<file path="src/design/tilt_limited_drive_controller_defines.svh">
// assertion macros shared by the tilt drive controller rtl
`ifndef TILT_LIMITED_DRIVE_CONTROLLER_DEFINES_SVH
`define TILT_LIMITED_DRIVE_CONTROLLER_DEFINES_SVH

// same-cycle implication, quiet while in reset
`define TLDC_ASSERT_NOW(label, clk, rst_n, ante, cons) \
    label: assert property (@(posedge clk) disable iff (!(rst_n)) (ante) |-> (cons)) \
        else $error("tldc assertion failed");

// next-cycle implication, quiet while in reset
`define TLDC_ASSERT_NEXT(label, clk, rst_n, ante, cons) \
    label: assert property (@(posedge clk) disable iff (!(rst_n)) (ante) |=> (cons)) \
        else $error("tldc assertion failed");

`endif

</file>
<file path="src/design/tldc_pkg.sv">
`default_nettype none

package tldc_pkg;

    localparam int SAMPLE_W         = 12;
    localparam int TILT_W           = 13;
    localparam int WINDOW_DEPTH_DEF = 16;

    localparam logic signed [TILT_W-1:0] OPEN_LIMIT_RST  = 13'sd600;
    localparam logic signed [TILT_W-1:0] CLOSE_LIMIT_RST = 13'sd980;

    typedef enum logic [1:0] {
        KIND_PRELOAD = 2'd0,
        KIND_TICK    = 2'd1,
        KIND_COMMAND = 2'd2
    } t_kind;

    typedef enum logic [1:0] {
        ACT_DONE  = 2'd0,
        ACT_OPEN  = 2'd1,
        ACT_CLOSE = 2'd2
    } t_cmd;

    typedef enum logic [1:0] {
        DIR_STOP  = 2'd0,
        DIR_OPEN  = 2'd1,
        DIR_CLOSE = 2'd2
    } t_dir;

    typedef enum logic {
        CFG_OPEN_LIMIT  = 1'b0,
        CFG_CLOSE_LIMIT = 1'b1
    } t_cfg_reg;

    typedef struct packed {
        logic [1:0]                 kind;
        logic signed [SAMPLE_W-1:0] tilt_sample;
        logic [1:0]                 command_code;
    } t_in_item;

    typedef struct packed {
        logic signed [TILT_W-1:0] smoothed_tilt;
        logic [1:0]               drive_direction;
        logic                     drive_power;
        logic [1:0]               current_command;
    } t_out_item;

    typedef struct packed {
        t_cmd cmd;
        t_dir dir;
        logic pwr;
    } t_drive;

endpackage

`default_nettype wire

</file>
<file path="src/design/tldc_filter.sv">
`default_nettype none

module tldc_filter
    import tldc_pkg::*;
#(
    parameter int WINDOW_DEPTH = WINDOW_DEPTH_DEF
) (
    input  wire logic                       i_clk,
    input  wire logic                       i_rst_n,
    input  wire logic                       i_push,
    input  wire logic signed [SAMPLE_W-1:0] i_sample,
    output logic signed [TILT_W-1:0]        o_total
);

    localparam int DEPTH_LOG = $clog2(WINDOW_DEPTH);
    localparam int MAG_W     = SAMPLE_W;
    localparam int DIV_SHIFT = MAG_W + DEPTH_LOG;
    localparam int RECIP_W   = MAG_W + 2;
    localparam int PROD_W    = DIV_SHIFT + MAG_W;
    localparam logic [RECIP_W-1:0] DIV_RECIP =
        RECIP_W'(((64'd1 << DIV_SHIFT) + 64'(WINDOW_DEPTH) - 64'd1) / 64'(WINDOW_DEPTH));

    logic signed [TILT_W-1:0] r_hist [WINDOW_DEPTH];
    logic signed [TILT_W-1:0] r_total;
    logic signed [TILT_W-1:0] n_total;

    logic signed [TILT_W-1:0] neg_x;
    logic                     neg_sign;
    logic [MAG_W-1:0]         mag;
    logic [PROD_W-1:0]        prod;
    logic [MAG_W-1:0]         q_mag;
    logic signed [TILT_W-1:0] quot;

    // negate, then divide by the window depth truncating toward zero
    always_comb begin
        neg_x    = TILT_W'(0) - {i_sample[SAMPLE_W-1], i_sample};
        neg_sign = neg_x[TILT_W-1];
        mag      = neg_sign ? MAG_W'(TILT_W'(0) - neg_x) : neg_x[MAG_W-1:0];
        prod     = PROD_W'(mag) * PROD_W'(DIV_RECIP);
        q_mag    = prod[DIV_SHIFT +: MAG_W];
        quot     = neg_sign ? (TILT_W'(0) - {1'b0, q_mag}) : {1'b0, q_mag};
    end

    always_comb begin
        if (i_push) begin
            n_total = r_total - r_hist[WINDOW_DEPTH-1] + quot;
        end else begin
            n_total = r_total;
        end
    end

    always_ff @(posedge i_clk) begin
        if (!i_rst_n) begin
            r_total <= '0;
            for (int i = 0; i < WINDOW_DEPTH; i++) begin
                r_hist[i] <= '0;
            end
        end else if (i_push) begin
            r_total   <= n_total;
            r_hist[0] <= quot;
            for (int i = 1; i < WINDOW_DEPTH; i++) begin
                r_hist[i] <= r_hist[i-1];
            end
        end
    end

    assign o_total = n_total;

endmodule

`default_nettype wire

</file>
<file path="src/design/tldc_ctrl.sv">
`default_nettype none
`include "tilt_limited_drive_controller_defines.svh"

module tldc_ctrl
    import tldc_pkg::*;
(
    input  wire logic                     i_clk,
    input  wire logic                     i_rst_n,
    input  wire logic                     i_fire,
    input  wire t_in_item                 i_item,
    input  wire logic                     i_cfg_we,
    input  wire logic                     i_cfg_index,
    input  wire logic [TILT_W-1:0]        i_cfg_data,
    input  wire logic signed [TILT_W-1:0] i_total,
    output logic                          o_push,
    output t_drive                        o_next
);

    t_cmd r_cmd;
    t_cmd n_cmd;
    t_dir r_dir;
    t_dir n_dir;
    logic r_pwr;
    logic n_pwr;
    logic signed [TILT_W-1:0] r_open_limit;
    logic signed [TILT_W-1:0] r_close_limit;

    logic open_go;
    logic close_go;

    logic       tick_fire;
    logic       cmd_fire;
    logic       done_tick;
    logic       drive_off;
    logic [2:0] cur_drive;

    assign open_go  = i_total > r_open_limit;
    assign close_go = i_total < r_close_limit;

    assign tick_fire = i_fire && (i_item.kind == KIND_TICK);
    assign cmd_fire  = i_fire && (i_item.kind == KIND_COMMAND);
    assign done_tick = tick_fire && (r_cmd == ACT_DONE);
    assign drive_off = !r_pwr && (r_dir == DIR_STOP);
    assign cur_drive = {r_pwr, r_dir};

    // next command
    always_comb begin
        n_cmd = r_cmd;
        if (i_fire) begin
            case (i_item.kind)
                KIND_TICK: begin
                    case (r_cmd)
                        ACT_OPEN:  if (!open_go) n_cmd = ACT_DONE;
                        ACT_CLOSE: if (!close_go) n_cmd = ACT_DONE;
                        default: ;
                    endcase
                end
                KIND_COMMAND: begin
                    if (i_item.command_code inside {ACT_DONE, ACT_OPEN, ACT_CLOSE}) begin
                        n_cmd = t_cmd'(i_item.command_code);
                    end
                end
                default: ;
            endcase
        end
    end

    // sampling
    always_comb begin
        o_push = 1'b0;
        if (i_fire) begin
            case (i_item.kind)
                KIND_PRELOAD: o_push = 1'b1;
                KIND_TICK:    o_push = (r_cmd == ACT_OPEN) || (r_cmd == ACT_CLOSE);
                default: ;
            endcase
        end
    end

    // motor drive
    always_comb begin
        n_dir  = r_dir;
        n_pwr  = r_pwr;
        if (i_fire) begin
            case (i_item.kind)
                KIND_TICK: begin
                    case (r_cmd)
                        ACT_OPEN: begin
                            if (open_go) begin
                                n_dir = DIR_OPEN;
                                n_pwr = 1'b1;
                            end
                        end
                        ACT_CLOSE: begin
                            if (close_go) begin
                                n_dir = DIR_CLOSE;
                                n_pwr = 1'b1;
                            end
                        end
                        default: begin
                            n_dir = DIR_STOP;
                            n_pwr = 1'b0;
                        end
                    endcase
                end
                default: ;
            endcase
        end
    end

    always_ff @(posedge i_clk) begin
        if (!i_rst_n) begin
            r_cmd <= ACT_DONE;
            r_dir <= DIR_STOP;
            r_pwr <= 1'b0;
        end else begin
            r_cmd <= n_cmd;
            r_dir <= n_dir;
            r_pwr <= n_pwr;
        end
    end

    always_ff @(posedge i_clk) begin
        if (!i_rst_n) begin
            r_open_limit  <= OPEN_LIMIT_RST;
            r_close_limit <= CLOSE_LIMIT_RST;
        end else if (i_cfg_we) begin
            case (t_cfg_reg'(i_cfg_index))
                CFG_OPEN_LIMIT:  r_open_limit  <= i_cfg_data;
                CFG_CLOSE_LIMIT: r_close_limit <= i_cfg_data;
                default: ;
            endcase
        end
    end

    assign o_next.cmd = n_cmd;
    assign o_next.dir = n_dir;
    assign o_next.pwr = n_pwr;

    `TLDC_ASSERT_NOW(a_pwr_matches_dir, i_clk, i_rst_n, 1'b1, r_pwr == (r_dir != DIR_STOP))
    `TLDC_ASSERT_NEXT(a_done_tick_stops, i_clk, i_rst_n, done_tick, drive_off)
    `TLDC_ASSERT_NEXT(a_cmd_keeps_drive, i_clk, i_rst_n, cmd_fire, cur_drive == $past(cur_drive))
    `TLDC_ASSERT_NOW(a_tick_push_active, i_clk, i_rst_n, o_push && tick_fire, r_cmd != ACT_DONE)

endmodule

`default_nettype wire

</file>
<file path="src/design/tilt_limited_drive_controller.sv">
// tilt limited drive controller
// input channel: i_in_valid / o_in_stall carry one transaction per item (kind,
// raw tilt sample, command code). output channel: o_out_valid / i_out_stall
// return exactly one result per item: smoothed tilt, drive direction, drive
// power and the active command after that item.
// the filter keeps a running total over a shift line of pre-divided samples,
// so each pushed sample is absorbed by one update of the total.
// an item goes from the input register to the result register, one item per
// cycle while i_out_stall is low. limits are to be written through i_cfg_we /
// i_cfg_index / i_cfg_data only while idle; the block does not enforce this.
// reset (synchronous, active low) clears the filter history and total, sets
// the command to done, the motor to stop with power off, and restores the
// default open and close limits. both channel stages come up empty.
// when the receiver stalls, the result register holds; one more transaction
// is taken into the input register, after which o_in_stall rises until the
// result is taken.
`default_nettype none

module tilt_limited_drive_controller
    import tldc_pkg::*;
#(
    parameter int WINDOW_DEPTH = WINDOW_DEPTH_DEF
) (
    input  wire logic              i_clk,
    input  wire logic              i_rst_n,
    input  wire logic              i_in_valid,
    output logic                   o_in_stall,
    input  wire t_in_item          i_in_data,
    output logic                   o_out_valid,
    input  wire logic              i_out_stall,
    output t_out_item              o_out_data,
    input  wire logic              i_cfg_we,
    input  wire logic              i_cfg_index,
    input  wire logic [TILT_W-1:0] i_cfg_data
);

    logic      r_s1_valid;
    t_in_item  r_s1_item;
    logic      r_out_valid;
    t_out_item r_out_item;

    logic in_load;
    logic out_load;
    logic push;
    logic signed [TILT_W-1:0] total;
    t_drive drive_next;

    assign out_load   = r_s1_valid && (!r_out_valid || !i_out_stall);
    assign o_in_stall = r_s1_valid && !out_load;
    assign in_load    = i_in_valid && !o_in_stall;

    tldc_filter #(
        .WINDOW_DEPTH(WINDOW_DEPTH)
    ) u_filter (
        .i_clk   (i_clk),
        .i_rst_n (i_rst_n),
        .i_push  (push),
        .i_sample(r_s1_item.tilt_sample),
        .o_total (total)
    );

    tldc_ctrl u_ctrl (
        .i_clk      (i_clk),
        .i_rst_n    (i_rst_n),
        .i_fire     (out_load),
        .i_item     (r_s1_item),
        .i_cfg_we   (i_cfg_we),
        .i_cfg_index(i_cfg_index),
        .i_cfg_data (i_cfg_data),
        .i_total    (total),
        .o_push     (push),
        .o_next     (drive_next)
    );

    always_ff @(posedge i_clk) begin
        if (!i_rst_n) begin
            r_s1_valid <= 1'b0;
        end else if (in_load) begin
            r_s1_valid <= 1'b1;
        end else if (out_load) begin
            r_s1_valid <= 1'b0;
        end
    end

    always_ff @(posedge i_clk) begin
        if (in_load) begin
            r_s1_item <= i_in_data;
        end
    end

    always_ff @(posedge i_clk) begin
        if (!i_rst_n) begin
            r_out_valid <= 1'b0;
        end else if (out_load) begin
            r_out_valid <= 1'b1;
        end else if (!i_out_stall) begin
            r_out_valid <= 1'b0;
        end
    end

    always_ff @(posedge i_clk) begin
        if (out_load) begin
            r_out_item.smoothed_tilt   <= total;
            r_out_item.drive_direction <= drive_next.dir;
            r_out_item.drive_power     <= drive_next.pwr;
            r_out_item.current_command <= drive_next.cmd;
        end
    end

    assign o_out_valid = r_out_valid;
    assign o_out_data  = r_out_item;

endmodule

`default_nettype wire

</file>
<file path="config.mk">
export PLATFORM = sky130hd
export DESIGN_NAME = tilt_limited_drive_controller
export DESIGN_NICKNAME = d
export VERILOG_FILES = /design/src/design/tldc_pkg.sv /design/src/design/tldc_filter.sv /design/src/design/tldc_ctrl.sv /design/src/design/tilt_limited_drive_controller.sv
export VERILOG_INCLUDE_DIRS = /design/src /design/src/design
export SDC_FILE = /design/constraint.sdc
export NUM_CORES = 1
export LEC_CHECK = 0
export BUFFER_PORTS_ARGS = -buffer_cell sky130_fd_sc_hd__buf_2
export CAP_MARGIN = 20
export CORE_MARGIN = 1.5
export CORE_UTILIZATION = 61
export CTS_CLUSTER_DIAMETER = 150
export DETAILED_ROUTE_END_ITERATION = 10
export PLACE_DENSITY = 0.88
export SLEW_MARGIN = 20
export SYNTH_ARGS = -nofsm -noshare
export SYNTH_HDL_FRONTEND = slang
export SYNTH_SLANG_ARGS = --single-unit
</file>
<file path="constraint.sdc">
create_clock -name i_clk -period 8.6 [get_ports i_clk]
set_clock_uncertainty 0.15 [all_clocks]
set_input_delay 1.29 -clock i_clk [delete_from_list [all_inputs] [get_ports i_clk]]
set_output_delay 1.29 -clock i_clk [all_outputs]
set_load 0.05 [all_outputs]
</file>
; ---- Word-level counts from Yosys, hierarchy flattened
; Memories as Yosys holds them, arrays and structs flattened.
; Cells that the tools add are included.
[totals]
regBits = 80
ramBits = 208
inputBits = 35
output_inout_bits = 20
elab_cells = 107
memories = 1
[mem_list]
columns = memory, words, width, rd, rd_ports_with_merged_regs, write_ports, line_no
row1 = u_filter.r_hist, 16, 13, 16, 0, 16, tldc_filter.sv:23  ; logic signed [TILT_W-1:0] r_hist [WINDOW_DEPTH];
[classes]
add_sub_neg = 5
magnitude_cmp = 2
eq_ne = 7
muxes = 45
n_bitwise = 17
reduce_logical = 15
[op_table]
columns = op, n
row1 = $mux W13, 18
row2 = $mux W2, 8
row3 = $or A1 B1 Y1, 16
row4 = $add A13 B13 Y13, 1
row5 = $gt A13 B13 Y1, 1
row6 = $lt A13 B13 Y1, 1
row7 = $mux W1, 13
row8 = $sub A1 B12 Y13 const A, 1
row9 = $sub A13 B13 Y13, 1
row10 = $mux W12, 1
row11 = $pmux W2 S2, 3
row12 = $sub A1 B12 Y12 const A, 1
row13 = $sub A1 B8 Y9 const A, 1
row14 = $eq A2 B1 Y1 const B, 3
row15 = $eq A2 B2 Y1 const B, 3
row16 = $logic_not A1 Y1, 4
row17 = $logic_not A2 Y1, 2
row18 = $pmux W1 S2, 2
row19 = $reduce_and A2 Y1, 2
row20 = $logic_and A1 B1 Y1, 3
row21 = $reduce_bool A3 Y1, 1
row22 = $logic_or A1 B1 Y1, 2
row23 = $ne A2 B1 Y1 const B, 1
row24 = $reduce_bool A2 Y1, 1
row25 = $not A1 Y1, 1

; ---- Longest topological paths before layout
[logic_depth]
ltp_word = 12
ltp_mapped = 31
depth_no_buf = 30

; ---- By module
; From an unflattened synthesis, not the netlist that was laid out.
[unflattened]
hier_cells = 896
area_unflattened_um2 = 10655.2
[by_module_without_submodules]
columns = module, n_inst, cells_each, area_each_um2, seq_area_each_um2
row1 = tldc_filter, 1, 603, 7528.5, 4584.4
row2 = tldc_ctrl, 1, 251, 2021.9, 620.6
row3 = tilt_limited_drive_controller, 1, 42, 1104.8, 1061.0

; ---- Worst setup path before layout
; No wires, ideal clock.
[synth_timing]
path_type = register to register
startpoint = register r_s1_item[2] in the netlist's numbering
endpoint = register r_out_item (netlist bit o_out_data[2]) (data pin)
setup_ps = 132
arrival_time_ps = 6653
required_ps = 8318
slack_ps = 1665
path_stages_with_launch = 31
path_buffers = 1
synth_period_minus_slack_ps = 6935
path_cell_list = edfxtp_1 inv_1 ha_1 or3b_1 or3b_1 nand2b_1 buf_4 a21o_1 xor2_1 ha_1 xor2_1 nor2_1 xnor2_1 fa_1 ha_1 a21oi_1 o21bai_1 a2111oi_0 o31ai_1 o31ai_1 xor2_1 a21oi_1 ha_1 nand3_1 nor3_1 o21ai_0 a21o_1 a311oi_1 a31oi_1 or3_1 nand2_1
[synth_lines]
columns = item, line_no
row1 = "start, declared", tilt_limited_drive_controller.sv:38  ; t_in_item r_s1_item;
row2 = "start signal, assigned", tilt_limited_drive_controller.sv:87  ; r_s1_item <= i_in_data;
row3 = "end, declared", tilt_limited_drive_controller.sv:40  ; t_out_item r_out_item;

==> impl_metrics.tcl <==
set metrics [dict create \
    fp-row-count 48 \
    relSlewSlack_pct 37.02 \
    grt_pass1_wl_um 33150 \
    postCtsSetupBuffers 0 \
    synth.yosys.seq_area_share_pct 58.56 \
    vias 6868 \
    synthesis.area_um2 10700 \
    dieArea_um2 18350 \
    dp_cells 1156 \
    die_w_um 135.4 \
    core_um2 17240 \
    fin_crit_ps 7989 \
    finalNonFillerCells 1198 \
    r2r_end "o_out_data[2]$_DFFE_PP_" \
    ys_async_sr_fraction_pct 0 \
    min_to "u_ctrl.r_close_limit[5]$_SDFFE_PN0P_" \
    hp-class "reg -> reg" \
    met3_length_um 995 \
    synth.most_common_cell "edfxtp_1" \
    startpoint_type "register" \
    synth_fa_ha_area_share_pct 7.741 \
    syn_inst 914 \
    ys_ff_latch 224 \
    io_buffers 54 \
    fin_tns_setup_ps 0 \
    clock_latency_ps 530 \
    drt_iter0_drc 444 \
    ctsHoldBuffers 0 \
    synth_fp_nets 1008 \
    synth_top_area_share_pct 49.95 \
    post-dp-hpwl_um 13380 \
    synth-edff-count 178 \
    htreeDepth 1 \
    wl_um 20500 \
    arrival_ps 8220 \
    nNetsFinal 1050 \
    gr-total-overflow 0 \
    fin_ws_ps 610.5 \
    worstPathRequired_ps 8840 \
    start_util_pct 62.08 \
    detail_route.wirelength.met1_um 8986 \
    cts_sinks 224 \
    ys.flop_type "edfxtp_1" \
    status "finished, final reports clean" \
    synth-simple-area-share_pct 17.22 \
    power_density_nw_per_um2 216.9 \
    tightest_slew_ps 944.7 \
    synth_commonest_cells "178 x edfxtp_1, 92 x nand2_1, 87 x and3_1" \
    drt-pass1-iter-count 5 \
    ys_warn_count 0 \
    r2r_start "r_s1_item[2]$_DFFE_PP_" \
    clockBufferDepth 3 \
    post-route-period-util_pct 92.90 \
    routedWlPerCell_um 17.11 \
    cts.reportedPaths.clkPinSlew_ps 70 \
    fmax_mhz 125.2 \
    synth_area_leaders "edfxtp_1 50%, dfxtp_1 8.6%, ha_1 5.5%, and3_1 5.1%, and2_1 4.1%" \
    synth_top_family_by_area "simple AND/OR/NAND/NOR gates" \
    setup_viol 0 \
    hold_depth 2 \
    die_h_um 135.4 \
    ys_types 69 \
    synth-compound-area-share_pct 9.027 \
    crit_fanout 10 \
    syn2layout_area_growth_pct 11.62 \
    via_per_inst 5.733 \
    final_core_util_pct 69.29 \
    cp-end-kind "register" \
    gp_congestion 0.8388 \
    reg2regPathDepth 30 \
    crit_path_max_incr_delay_ps 540 \
    grt_pass1_vias 6720 \
    route.met2.wl_um 9997 \
    cpMaxStageDelayCell "a2111oi_1" \
    root_buffer "clkbuf_16" \
    slew_viol_final 0 \
    irDropWorstVdd_mv 0.1876 \
    synth_xor_area_share_pct 2.467 \
    io_pins 55 \
    dr.max_layer_used "met4" \
    drive_above_1_share_pct 13.16 \
    hold_start "u_ctrl.r_close_limit[5]$_SDFFE_PN0P_" \
    p_total_mw 2.591 \
    critPathKind "reg -> reg" \
    drv_cap 0 \
    syn_avg_cell_area_um2 11.71 \
    r2r_setup_slack_ps 610 \
    ctsResizeCount 0 \
    synth.area.mux_share_pct 0.9939 \
    cts_buffers 23 \
    rsz0062_at_grt "false" \
    antenna_found_initial 0 \
    p_leak_nw 5.014 \
    route.detailed.drc 0 \
    hold_viol_final 0 \
    grt_max_degree 95 \
    crit_top_cell "ha_1" \
    post-place-ws_ps 658.6 \
    diodes 0 \
    yosys.area.top_type "edfxtp_1" \
    ant_nets 0 \
    cts_tree "built" \
    grtUsageTotal_pct 23.17 \
]
==> where the power goes <==
part	internal, mW	leakage, nW	switching (mW)
registers	1.23	2.20	0.0239
clock network	0.604	0.384	0.412
logic	0.121	2.43	0.199
==> worst max path at each step <==
stage / startpoint / to / cells after the start / slack (ps)
floorplan: r_s1_item[2]$_DFFE_PP_ / o_out_data[2]$_DFFE_PP_ / 30 / 1660
CTS: r_s1_item[2]$_DFFE_PP_ / o_out_data[2]$_DFFE_PP_ / 30 / 560
global route: r_s1_item[2]$_DFFE_PP_ / o_out_data[2]$_DFFE_PP_ / 30 / 80
global placement: r_s1_item[2]$_DFFE_PP_ / u_ctrl.r_pwr$_SDFF_PN0_ / 30 / 980
finish: r_s1_item[2]$_DFFE_PP_ / o_out_data[2]$_DFFE_PP_ / 30 / 610
detailed placement: r_s1_item[2]$_DFFE_PP_ / u_ctrl.r_pwr$_SDFF_PN0_ / 30 / 660
==> layout by cell type (no fill, tap or decap), types with 6 or more instances in the layout <==
master / count
edfxtp_1: 178
nand2_1: 91
and3_1: 87
and2_1: 70
inv_1: 66
buf_2: 53
ha_1: 47
dfxtp_1: 46
a21oi_1: 37
o21ai_0: 28
nor2_1: 24
clkbuf_16: 23
xnor2_1: 16
nand3_1: 16
fa_1: 12
a21o_1: 11
xor2_1: 11
o211ai_1: 11
nand2b_1: 10
buf_4: 10
mux2i_1: 8
a31oi_1: 7
or3_1: 6
nor3_1: 6
clkinv_2: 6
==> critical path, delay by kind of cell (launching register included) <==
kind                     cells  cell delay (ps)
buffers and inverters        2              280
adder cells (fa/ha/maj)      5             1740
XOR/XNOR                     4             1090
AO/OA/AOI/OAI               11             2350
AND/OR/NAND/NOR              8             1810
flip-flops                   1              440
==> registers in the layout (all words and copies together), names as in the netlist <==
name,cells
u_ctrl.r_dir,2
u_ctrl.r_close_limit,13
u_ctrl.r_cmd,2
o_out_data,18
r_s1_valid,1
u_filter.r_total,13
u_ctrl.r_pwr,1
r_s1_item,16
o_out_valid,1
u_filter.r_hist,144
u_ctrl.r_open_limit,13
==> cell type report <==
cell class	instances	area (um^2)
clock buffer	28	614.3
clock inverter	14	163.9
fill	1187	5293
inverter	66	247.7
multi-input combinational	578	4030
sequential	224	6266
tap	225	281.5
timing repair buffer	63	340.3
==> routing by layer <==
layer | track usage, % | vias to the layer above
met4 | 6.989 | 0
met5 | 0 | -
li1 | - | 3330
met2 | 39.60 | 169
met1 | 30.67 | 3331
met3 | 3.704 | 38
==> kinds of logic after synthesis <==
kind of cell | count (synthesis)
buf+inv | 112
mux | 10
compound gates | 142
fa+ha+maj | 59
flops | 224
simple gates | 339
xor+xnor | 28
==> per-stage QoR <==
stage / cell area, um^2 / hold slack, ps
floorplan: 10700 / 286.3
global placement: 11160 / 293.7
detailed placement: 11160 / 300.2
CTS: 11930 / 308.3
global route: 11940 / 332.6
finish: 11940 / 304.0
Power figures use the tool's default switching activity.
